**config.mk**
```make
export PLATFORM = sky130hd
export DESIGN_NAME = priority_task_scheduler_stats_top_flat
export DESIGN_NICKNAME = d
export VERILOG_FILES = /design/src/rtl/pts_pkg.sv /design/src/rtl/pts_cmd_if.sv /design/src/rtl/pts_cell.sv /design/src/rtl/priority_task_scheduler_stats_top.sv /design/src/flat_wrapper.sv
export SDC_FILE = /design/constraint.sdc
export NUM_CORES = 2
export LEC_CHECK = 0
export ABC_CLOCK_PERIOD_IN_PS = 5700
export BUFFER_PORTS_ARGS = -buffer_cell sky130_fd_sc_hd__buf_4
export CAP_MARGIN = 20
export CELL_PAD_IN_SITES_DETAIL_PLACEMENT = 1
export CELL_PAD_IN_SITES_GLOBAL_PLACEMENT = 2
export CORE_AREA = 5 5 310 312
export CTS_CLUSTER_DIAMETER = 60
export DETAILED_ROUTE_END_ITERATION = 12
export DIE_AREA = 0 0 315 317
export PLACE_DENSITY = 0.85
export SLEW_MARGIN = 20
export SYNTH_ARGS = -nofsm -noshare
export SYNTH_HDL_FRONTEND = slang
export SYNTH_SLANG_ARGS = --single-unit
export TNS_END_PERCENT = 10
```
**constraint.sdc**
```tcl
create_clock -name clk -period 5.7 [get_ports clk]
set_input_delay 0.285 -clock clk [delete_from_list [all_inputs] [get_ports clk]]
set_output_delay 0.285 -clock clk [all_outputs]
set_load 0.02 [all_outputs]
```
**src/rtl/pts_pkg.sv**
```systemverilog
// Shared constants, codes and types of the priority task scheduler.
// Used by the interfaces, the slot cell, the top level and the checker.
package pts_pkg;

	localparam int TASK_SLOTS  = 8;
	localparam int QUEUE_DEPTH = 16;
	localparam int COUNT_WIDTH = 16;

	localparam int ID_W   = (TASK_SLOTS > 1) ? $clog2(TASK_SLOTS) : 1;
	localparam int PEND_W = $clog2(QUEUE_DEPTH + 1);
	localparam int CMD_W  = 2;
	localparam int TID_W  = 3;
	localparam int STAT_W = 2;
	localparam int RUN_W  = 3;
	localparam int MASK_W = 8;
	localparam int PEAK_W = 16;

	typedef enum logic [CMD_W-1:0] {
		CMD_POST  = 2'd0,
		CMD_RUN   = 2'd1,
		CMD_CLEAR = 2'd2,
		CMD_READ  = 2'd3
	} cmd_t;

	typedef enum logic [STAT_W-1:0] {
		ST_OK   = 2'd0,
		ST_NONE = 2'd1,
		ST_BAD  = 2'd2,
		ST_FULL = 2'd3
	} status_t;

	typedef struct packed {
		logic              taken;
		logic [ID_W-1:0]   run_id;
		logic              more;
		logic              addr_reg;
		logic              addr_full;
		logic [PEAK_W-1:0] wpk;
		logic [PEAK_W-1:0] bpk;
	} link_t;

	function automatic logic [COUNT_WIDTH-1:0] sat_inc(input logic [COUNT_WIDTH-1:0] v);
		return (&v) ? v : v + 1'b1;
	endfunction

endpackage

```
**src/rtl/pts_cmd_if.sv**
```systemverilog
// Command and result channels of the priority task scheduler.
// Depends on pts_pkg for field widths.
interface pts_cmd_if;
	logic                     valid;
	logic                     ready;
	logic [pts_pkg::CMD_W-1:0] command;
	logic [pts_pkg::TID_W-1:0] task_id;

	modport source(output valid, command, task_id, input ready);
	modport sink(input valid, command, task_id, output ready);
endinterface

interface pts_rsp_if;
	logic                      valid;
	logic                      ready;
	logic [pts_pkg::STAT_W-1:0] status;
	logic [pts_pkg::RUN_W-1:0]  run_task;
	logic                      more_ready;
	logic [pts_pkg::PEAK_W-1:0] waiting_peak;
	logic [pts_pkg::PEAK_W-1:0] burst_peak;

	modport source(output valid, status, run_task, more_ready, waiting_peak, burst_peak,
		input ready);
	modport sink(input valid, status, run_task, more_ready, waiting_peak, burst_peak,
		output ready);
endinterface

```
**src/rtl/pts_cell.sv**
```systemverilog
// One task slot: pending counter, and waiting and burst counters with their maxima.
// Passes the priority and lookup link to the next lower slot; uses pts_pkg.
module pts_cell (
	input  logic                     clk,
	input  logic                     arst_n,
	input  logic                     fire,
	input  pts_pkg::cmd_t            cmd,
	input  logic                     tid_hit,
	input  logic                     prev_hit,
	input  logic                     registered,
	input  logic                     reg_clear,
	input  logic [pts_pkg::ID_W-1:0] slot_id,
	input  pts_pkg::link_t           link_in,
	output pts_pkg::link_t           link_out
);

	logic [pts_pkg::PEND_W-1:0]      pend_q, pend_n;
	logic [pts_pkg::COUNT_WIDTH-1:0] wait_q, wait_n, wmax_q, wmax_n;
	logic [pts_pkg::COUNT_WIDTH-1:0] burst_q, burst_n, bmax_q, bmax_n;
	logic [pts_pkg::COUNT_WIDTH-1:0] wait_inc, burst_inc;
	logic                            ready, full, sel;

	always_comb begin
		ready     = registered && (pend_q != '0);
		full      = pend_q >= pts_pkg::PEND_W'(pts_pkg::QUEUE_DEPTH);
		sel       = (cmd == pts_pkg::CMD_RUN) && ready && !link_in.taken;
		wait_inc  = pts_pkg::sat_inc(wait_q);
		burst_inc = pts_pkg::sat_inc(burst_q);
		pend_n    = pend_q;
		wait_n    = wait_q;
		wmax_n    = wmax_q;
		burst_n   = burst_q;
		bmax_n    = bmax_q;
		case (cmd)
			pts_pkg::CMD_POST: begin
				if (tid_hit && registered && !full) begin
					pend_n = pend_q + 1'b1;
				end
			end
			pts_pkg::CMD_RUN: begin
				if (ready) begin
					wait_n = wait_inc;
					if (wait_inc > wmax_q) begin
						wmax_n = wait_inc;
					end
				end
				if (sel) begin
					wait_n = '0;
					if (prev_hit) begin
						burst_n = burst_inc;
						if (burst_inc > bmax_q) begin
							bmax_n = burst_inc;
						end
					end
					pend_n = pend_q - 1'b1;
					if (pend_n == '0) begin
						burst_n = '0;
					end
				end
			end
			pts_pkg::CMD_CLEAR: begin
				wmax_n = '0;
				bmax_n = '0;
			end
			default: ;
		endcase

		link_out           = link_in;
		link_out.taken     = link_in.taken | ready;
		link_out.more      = link_in.more | (registered && (pend_n != '0));
		link_out.addr_reg  = link_in.addr_reg | (tid_hit && registered);
		link_out.addr_full = link_in.addr_full | (tid_hit && full);
		if (sel) begin
			link_out.run_id = slot_id;
			link_out.bpk    = pts_pkg::PEAK_W'(bmax_n);
		end
		if ((cmd == pts_pkg::CMD_READ) && tid_hit && registered) begin
			link_out.wpk = pts_pkg::PEAK_W'(wmax_q);
			link_out.bpk = pts_pkg::PEAK_W'(bmax_q);
		end
	end

	always_ff @(posedge clk or negedge arst_n) begin
		if (!arst_n) begin
			pend_q  <= '0;
			wait_q  <= '0;
			wmax_q  <= '0;
			burst_q <= '0;
			bmax_q  <= '0;
		end else if (reg_clear) begin
			pend_q  <= '0;
			wait_q  <= '0;
			wmax_q  <= '0;
			burst_q <= '0;
			bmax_q  <= '0;
		end else if (fire) begin
			pend_q  <= pend_n;
			wait_q  <= wait_n;
			wmax_q  <= wmax_n;
			burst_q <= burst_n;
			bmax_q  <= bmax_n;
		end
	end

endmodule

```
**src/rtl/priority_task_scheduler_stats_top.sv**
```systemverilog
// Priority task scheduler with starvation and burst statistics.
// The result of a command is registered and shown the cycle after its transfer.
// Throughput: one command per cycle while results are taken; the priority
// chain through the slot cells sets the cycle time.
// Reset clears the task mask, all slot counters and the last run task.
// Depends on pts_pkg, pts_cmd_if, pts_rsp_if and pts_cell.
module priority_task_scheduler_stats_top (
	input  logic                       clk,
	input  logic                       arst_n,
	pts_cmd_if.sink                    cmd,
	pts_rsp_if.source                  rsp,
	input  logic                       cfg_we,
	input  logic [pts_pkg::MASK_W-1:0] cfg_wdata
);

	localparam int N = pts_pkg::TASK_SLOTS;

	logic [N-1:0]             mask_q, new_mask, reg_clear, tid_hit, prev_hit;
	logic [pts_pkg::ID_W-1:0] prev_q;
	pts_pkg::link_t           link_w [N:1];
	pts_pkg::link_t           fin;
	pts_pkg::cmd_t            op;
	pts_pkg::status_t         status;
	logic                     fire;
	logic                     rsp_valid_q;
	pts_pkg::status_t         status_q;
	logic [pts_pkg::RUN_W-1:0]  run_q;
	logic                     more_q;
	logic [pts_pkg::PEAK_W-1:0] wpk_q, bpk_q;

	assign op        = pts_pkg::cmd_t'(cmd.command);
	assign cmd.ready = !rsp_valid_q || rsp.ready;
	assign fire      = cmd.valid && cmd.ready;
	assign new_mask  = N'(cfg_wdata) & ~N'(1);
	assign link_w[N] = '0;
	assign fin       = link_w[1];

	assign tid_hit[0]   = 1'b0;
	assign prev_hit[0]  = 1'b0;
	assign reg_clear[0] = 1'b0;

	for (genvar i = 1; i < N; i++) begin : g_slot
		assign tid_hit[i]   = (int'(cmd.task_id) == i);
		assign prev_hit[i]  = (prev_q == pts_pkg::ID_W'(i));
		assign reg_clear[i] = cfg_we && new_mask[i] && !mask_q[i];

		pts_cell u_cell (
			.clk        (clk),
			.arst_n     (arst_n),
			.fire       (fire),
			.cmd        (op),
			.tid_hit    (tid_hit[i]),
			.prev_hit   (prev_hit[i]),
			.registered (mask_q[i]),
			.reg_clear  (reg_clear[i]),
			.slot_id    (pts_pkg::ID_W'(i)),
			.link_in    (link_w[i+1]),
			.link_out   (link_w[i])
		);
	end

	always_comb begin
		status = pts_pkg::ST_OK;
		case (op)
			pts_pkg::CMD_POST: begin
				if (!fin.addr_reg) begin
					status = pts_pkg::ST_BAD;
				end else if (fin.addr_full) begin
					status = pts_pkg::ST_FULL;
				end
			end
			pts_pkg::CMD_RUN: begin
				if (!fin.taken) begin
					status = pts_pkg::ST_NONE;
				end
			end
			pts_pkg::CMD_READ: begin
				if (!fin.addr_reg) begin
					status = pts_pkg::ST_BAD;
				end
			end
			default: ;
		endcase
	end

	always_ff @(posedge clk or negedge arst_n) begin
		if (!arst_n) begin
			mask_q      <= '0;
			prev_q      <= '0;
			rsp_valid_q <= 1'b0;
		end else begin
			if (cfg_we) begin
				mask_q <= new_mask;
			end
			if (fire && (op == pts_pkg::CMD_RUN)) begin
				prev_q <= fin.run_id;
			end
			if (fire) begin
				rsp_valid_q <= 1'b1;
			end else if (rsp.ready) begin
				rsp_valid_q <= 1'b0;
			end
		end
	end

	always_ff @(posedge clk) begin
		if (fire) begin
			status_q <= status;
			run_q    <= pts_pkg::RUN_W'(fin.run_id);
			more_q   <= fin.more;
			wpk_q    <= fin.wpk;
			bpk_q    <= fin.bpk;
		end
	end

	assign rsp.valid        = rsp_valid_q;
	assign rsp.status       = status_q;
	assign rsp.run_task     = run_q;
	assign rsp.more_ready   = more_q;
	assign rsp.waiting_peak = wpk_q;
	assign rsp.burst_peak   = bpk_q;

endmodule

```
**src/flat_wrapper.sv**
```systemverilog
// flat-port wrapper written by rule: the top's interface ports become plain ports
module priority_task_scheduler_stats_top_flat 
  (clk, arst_n, cfg_we, cfg_wdata, cmd_valid, cmd_command, cmd_task_id, cmd_ready, rsp_valid, rsp_status, rsp_run_task, rsp_more_ready, rsp_waiting_peak, rsp_burst_peak, rsp_ready);
  pts_cmd_if cmd_i ();
  pts_rsp_if rsp_i ();
  input  logic clk;
  input  logic arst_n;
  input  logic cfg_we;
  input  logic [pts_pkg::MASK_W-1:0] cfg_wdata;
  input wire logic [$bits(cmd_i.valid)-1:0] cmd_valid;
  input wire logic [$bits(cmd_i.command)-1:0] cmd_command;
  input wire logic [$bits(cmd_i.task_id)-1:0] cmd_task_id;
  output wire logic [$bits(cmd_i.ready)-1:0] cmd_ready;
  output wire logic [$bits(rsp_i.valid)-1:0] rsp_valid;
  output wire logic [$bits(rsp_i.status)-1:0] rsp_status;
  output wire logic [$bits(rsp_i.run_task)-1:0] rsp_run_task;
  output wire logic [$bits(rsp_i.more_ready)-1:0] rsp_more_ready;
  output wire logic [$bits(rsp_i.waiting_peak)-1:0] rsp_waiting_peak;
  output wire logic [$bits(rsp_i.burst_peak)-1:0] rsp_burst_peak;
  input wire logic [$bits(rsp_i.ready)-1:0] rsp_ready;
  assign cmd_i.valid = cmd_valid;
  assign cmd_i.command = cmd_command;
  assign cmd_i.task_id = cmd_task_id;
  assign cmd_ready = cmd_i.ready;
  assign rsp_valid = rsp_i.valid;
  assign rsp_status = rsp_i.status;
  assign rsp_run_task = rsp_i.run_task;
  assign rsp_more_ready = rsp_i.more_ready;
  assign rsp_waiting_peak = rsp_i.waiting_peak;
  assign rsp_burst_peak = rsp_i.burst_peak;
  assign rsp_i.ready = rsp_ready;
  priority_task_scheduler_stats_top u_core (.clk(clk), .arst_n(arst_n), .cmd(cmd_i), .rsp(rsp_i), .cfg_we(cfg_we), .cfg_wdata(cfg_wdata));
endmodule
```
==> out/results.tsv <==
stage	metric	value	unit
status	outcome	complete, no violations	
timing	worst-slew-pin-transition	1.08	ns
finish	nets	4747	
synth	synth_edf_count	38	
die	num_io_pins	58	
die	core_area	92800	um2
finish	fill_cells	11057	
global_routing	grt_pass1_wl	211	mm
finish	mostFrequentLayoutCell	dfrtp_1	
synth	synth_fp_nets	4673	
finish	drive_gt1_frac	0.0857	
worst_setup_path	critPathArrivalTime	5.79	ns
cts	cts_buffers	78	
detailed_routing	drc_errors	0	
finish	postLayoutCellArea	41900	um2
worst_setup_path	worst-setup-path-type	reg2reg	
timing	final.min_clock_period	5.41	ns
synth	ys_seq_area_frac	0.366	
synth	ys_warn_count	0	
power_and_ir_drop	combPwrFrac	0.165	
finish	instances_no_fill	5782	
power_and_ir_drop	power_density	258	nW/um2
finish	layout_common_cells	dfrtp_1, nor2_1, nand2_1	
synth	synthSimpleGateAreaFrac	0.199	
synth	synth_top_family_by_area	compound AO/OA/AOI/OAI gates	
cts	cts_buffer_depth	3	
timing	final.period_utilization	0.949	
detailed_routing	wl	136	mm
power_and_ir_drop	p_clk_frac	0.449	
power_and_ir_drop	switchingPower	3.28	mW
power_and_ir_drop	p_int	7.55	mW
worst_setup_path	start_kind	flop	
timing	setup_violations	0	
detailed_routing	routed-via-count	34850	
worst_setup_path	critical_path_required	6.08	ns
synth	ys_seq_elements	532	
cts	cts-root-buf	clkbuf_16	
timing	clock.fmax	185	MHz
synth	syn_area	36900	um2
die	start_util	0.398	
worst_setup_path	end_kind	flop	
cts	cts_tree	yes	
timing	final-hold-violation-count	0	
cts	cts_htree_levels	3	
worst_setup_path	critPathMaxFanout	10	
synth	synth_flop_cell	dfrtp_1	
die	fp.dieH	317	um
timing	drv_slew	0	
power_and_ir_drop	switching_share	0.303	
detailed_routing	wl_per_cell	23.5	um
place	placed_cells	5629	
global_routing	antenna_found_initial	2	
synth	synth_compound_area_frac	0.228	
global_routing	overflow	0	
min_path	hold_path_class	in2reg	
timing	relSlewSlack	0.277	
die	num_rows	112	
synth	synth-async-reset-ratio	0.929	
synth	synth_adder_area_share	0.0892	
finish	syn_to_final_growth	13.7	%
global_routing	grt.total_usage	0.267	
power_and_ir_drop	peakVddDrop	0.000183	V
flow_run	maxCapViolCount	0	
place	gp_congestion	0.947	
detailed_routing	drt_iter0_drc	2573	
timing	tns	0	ns
cts	postCtsSetupRepairBufs	0	
synth	synth_xor_area_frac	0.0423	
synth	synthMuxAreaShare	0.0154	
cts	clock-sinks	532	
global_routing	grt_start_max_net_pins	162	
detailed_routing	ant_nets	0	
detailed_routing	firstDrtPassIters	6	
place	placed_cell_area	39200	um2
place	dp_hpwl	99.7	mm
cts	insertion_delay	0.64	ns
power_and_ir_drop	seqPwrFrac	0.386	
synth	syn_inst	4392	
die	fp.dieW	315	um
synth	ys_types	89	
cts	cts.clk_slew.worst_paths	0.06	ns
global_routing	grt_pass1_vias	35409	
die	dieArea	99900	um2
timing	fin_skew	0.0238	ns
power_and_ir_drop	p_leak	18.6	nW
timing	grt_setup_unrepaired	no	
synth	avgSynthCellArea	8.40	um2
place	io_buffers	56	
detailed_routing	viasPerCell	6.03	
[worst paths after layout]
path,start,end,slack (ns),cells past startpoint
max in group asynchronous,arst_n,u_core.g_slot[2].u_cell.wmax_q[14]$_DFFE_PN0P_,4.02,3
min reg2reg,u_core.g_slot[3].u_cell.wmax_q[6]$_DFFE_PN0P_,u_core.g_slot[3].u_cell.wmax_q[6]$_DFFE_PN0P_,0.48,2
max,u_core.g_slot[4].u_cell.burst_q[4]$_DFFE_PN0P_,u_core.rsp.burst_peak[5]$_DFFE_PP_,0.29,17
max reg2reg,u_core.g_slot[4].u_cell.burst_q[4]$_DFFE_PN0P_,u_core.rsp.burst_peak[5]$_DFFE_PP_,0.29,17
min in group asynchronous,arst_n,u_core.g_slot[6].u_cell.burst_q[15]$_DFFE_PN0P_,0.22,2
min,cfg_we,u_core.mask_q[3]$_DFFE_PN0P_,0.04,2
[state kept, by name, indices dropped and copies added (netlist names)]
name and flops:
u_core.rsp.burst_peak 16, u_core.g_slot.u_cell.burst_q 112, u_core.g_slot.u_cell.wait_q 112, u_core.rsp.status 2, u_core.rsp.valid 1, u_core.prev_q 3
u_core.rsp.waiting_peak 16, u_core.g_slot.u_cell.bmax_q 112, u_core.g_slot.u_cell.pend_q 35, u_core.g_slot.u_cell.wmax_q 112, u_core.rsp.more_ready 1, u_core.mask_q 7
u_core.rsp.run_task 3
[timing repair]
action                                 in CTS  in global routing
setup endpoints to repair                   0                  3
resized for setup                           0                  4
endpoints found under the hold margin      73                  0
hold buffers                               10                  0
[final cells by class]
class | instances | area (um2) | share of cell area
Antenna cell | 2 | 5.00 | 0.000119
Clock buffer | 110 | 2230 | 0.0533
Clock inverter | 30 | 318 | 0.00758
Inverter | 365 | 1370 | 0.0327
Multi-Input combinational cell | 3281 | 21300 | 0.508
Sequential cell | 532 | 13500 | 0.322
Tap cell | 1254 | 1570 | 0.0374
Timing Repair Buffer | 208 | 1630 | 0.0389
[critical path, cell delays in order (launching register included)]
cell      delay [ns]
dfrtp_1         0.43
and4_1          0.28
and3_1          0.24
nand3_1         0.34
nand3_1         0.12
o21ai_0         0.19
inv_1           0.15
ha_1            0.33
nand4_1         0.15
o21a_1          0.20
a211o_1         0.32
a311oi_1        0.62
a21oi_1         0.28
a221oi_1        0.41
nor2_1          0.10
a211oi_1        0.54
o21ai_1         0.22
a22o_1          0.23
[layer usage]
layer / GRT usage / share of wire
met3: 0.0424 / 0.054
met4: 0.107 / 0.047
met5: 0 / 0
met2: 0.433 / 0.46
met1: 0.359 / 0.44
[cell families (layout without fill, tap and decap cells)]
family          count (synthesis)  count (layout)
simple gates                 1550            1550
compound gates               1235            1235
buf+inv                       579             713
flops                         532             532
fa+ha+maj                     263             263
xor+xnor                      178             178
mux                            55              55
other cells                     0               2
[through the flow]
| stage | hold slack [ns] | utilization | power, mW | worst slack, ns |
|---|---|---|---|---|
| 6_report | 0.0442 | 0.452 | 10.8 | 0.289 |
| 5_1_grt | 0.0407 | 0.452 | 11.3 | 0.0823 |
| 4_1_cts | 0.0210 | 0.452 | 10.9 | 0.382 |
| 3_5_place_dp | 0.323 | 0.423 | 5.99 | 0.428 |
| 3_3_place_gp | 0.323 | 0.423 | 5.95 | 0.520 |
| 2_1_floorplan | -0.0106 | - | 5.32 | 1.23 |
[Yosys cell counts, types with 10 or more instances]
cell type	count	area share
nor2b_1	31	0.0053
a22oi_1	128	0.026
a22o_1	111	0.026
o22ai_1	50	0.0085
o21ai_1	10	0.0014
a221o_1	24	0.0065
nand3b_1	12	0.0024
dfrtp_1	494	0.34
or4_1	11	0.0022
nand2b_1	42	0.0071
a211oi_1	49	0.010
ha_1	263	0.089
nor3_1	65	0.0088
or3_1	18	0.0031
mux2i_1	41	0.011
o21a_1	36	0.0073
nor2_1	449	0.046
nand4b_1	10	0.0024
and4_1	21	0.0050
clkbuf_1	181	0.018
mux2_2	14	0.0043
a21oi_1	178	0.024
o221ai_1	25	0.0059
nand3_1	219	0.030
a221oi_1	40	0.0095
nand4_1	96	0.016
xor2_1	64	0.015
and3_1	54	0.0092
o31ai_1	51	0.010
a21o_1	36	0.0073
o21ai_0	310	0.042
edfxtp_1	38	0.031
xnor2_1	114	0.027
and2_1	35	0.0059
a31oi_1	42	0.0071
buf_2	17	0.0023
o2bb2ai_1	18	0.0043
o211ai_1	24	0.0049
nor4_1	20	0.0034
nand2_1	426	0.043
buf_1	15	0.0015
inv_1	364	0.037
[power groups by stage]
stage	combinational, mW	sequential [mW]	clock, mW
floorplan	1.16	4.16	0
global placement	1.71	4.23	0
detailed placement	1.75	4.24	0
CTS	1.77	4.18	4.96
global route	1.97	4.20	5.13
finish	1.79	4.18	4.86
(Power assumes the default switching activity.)
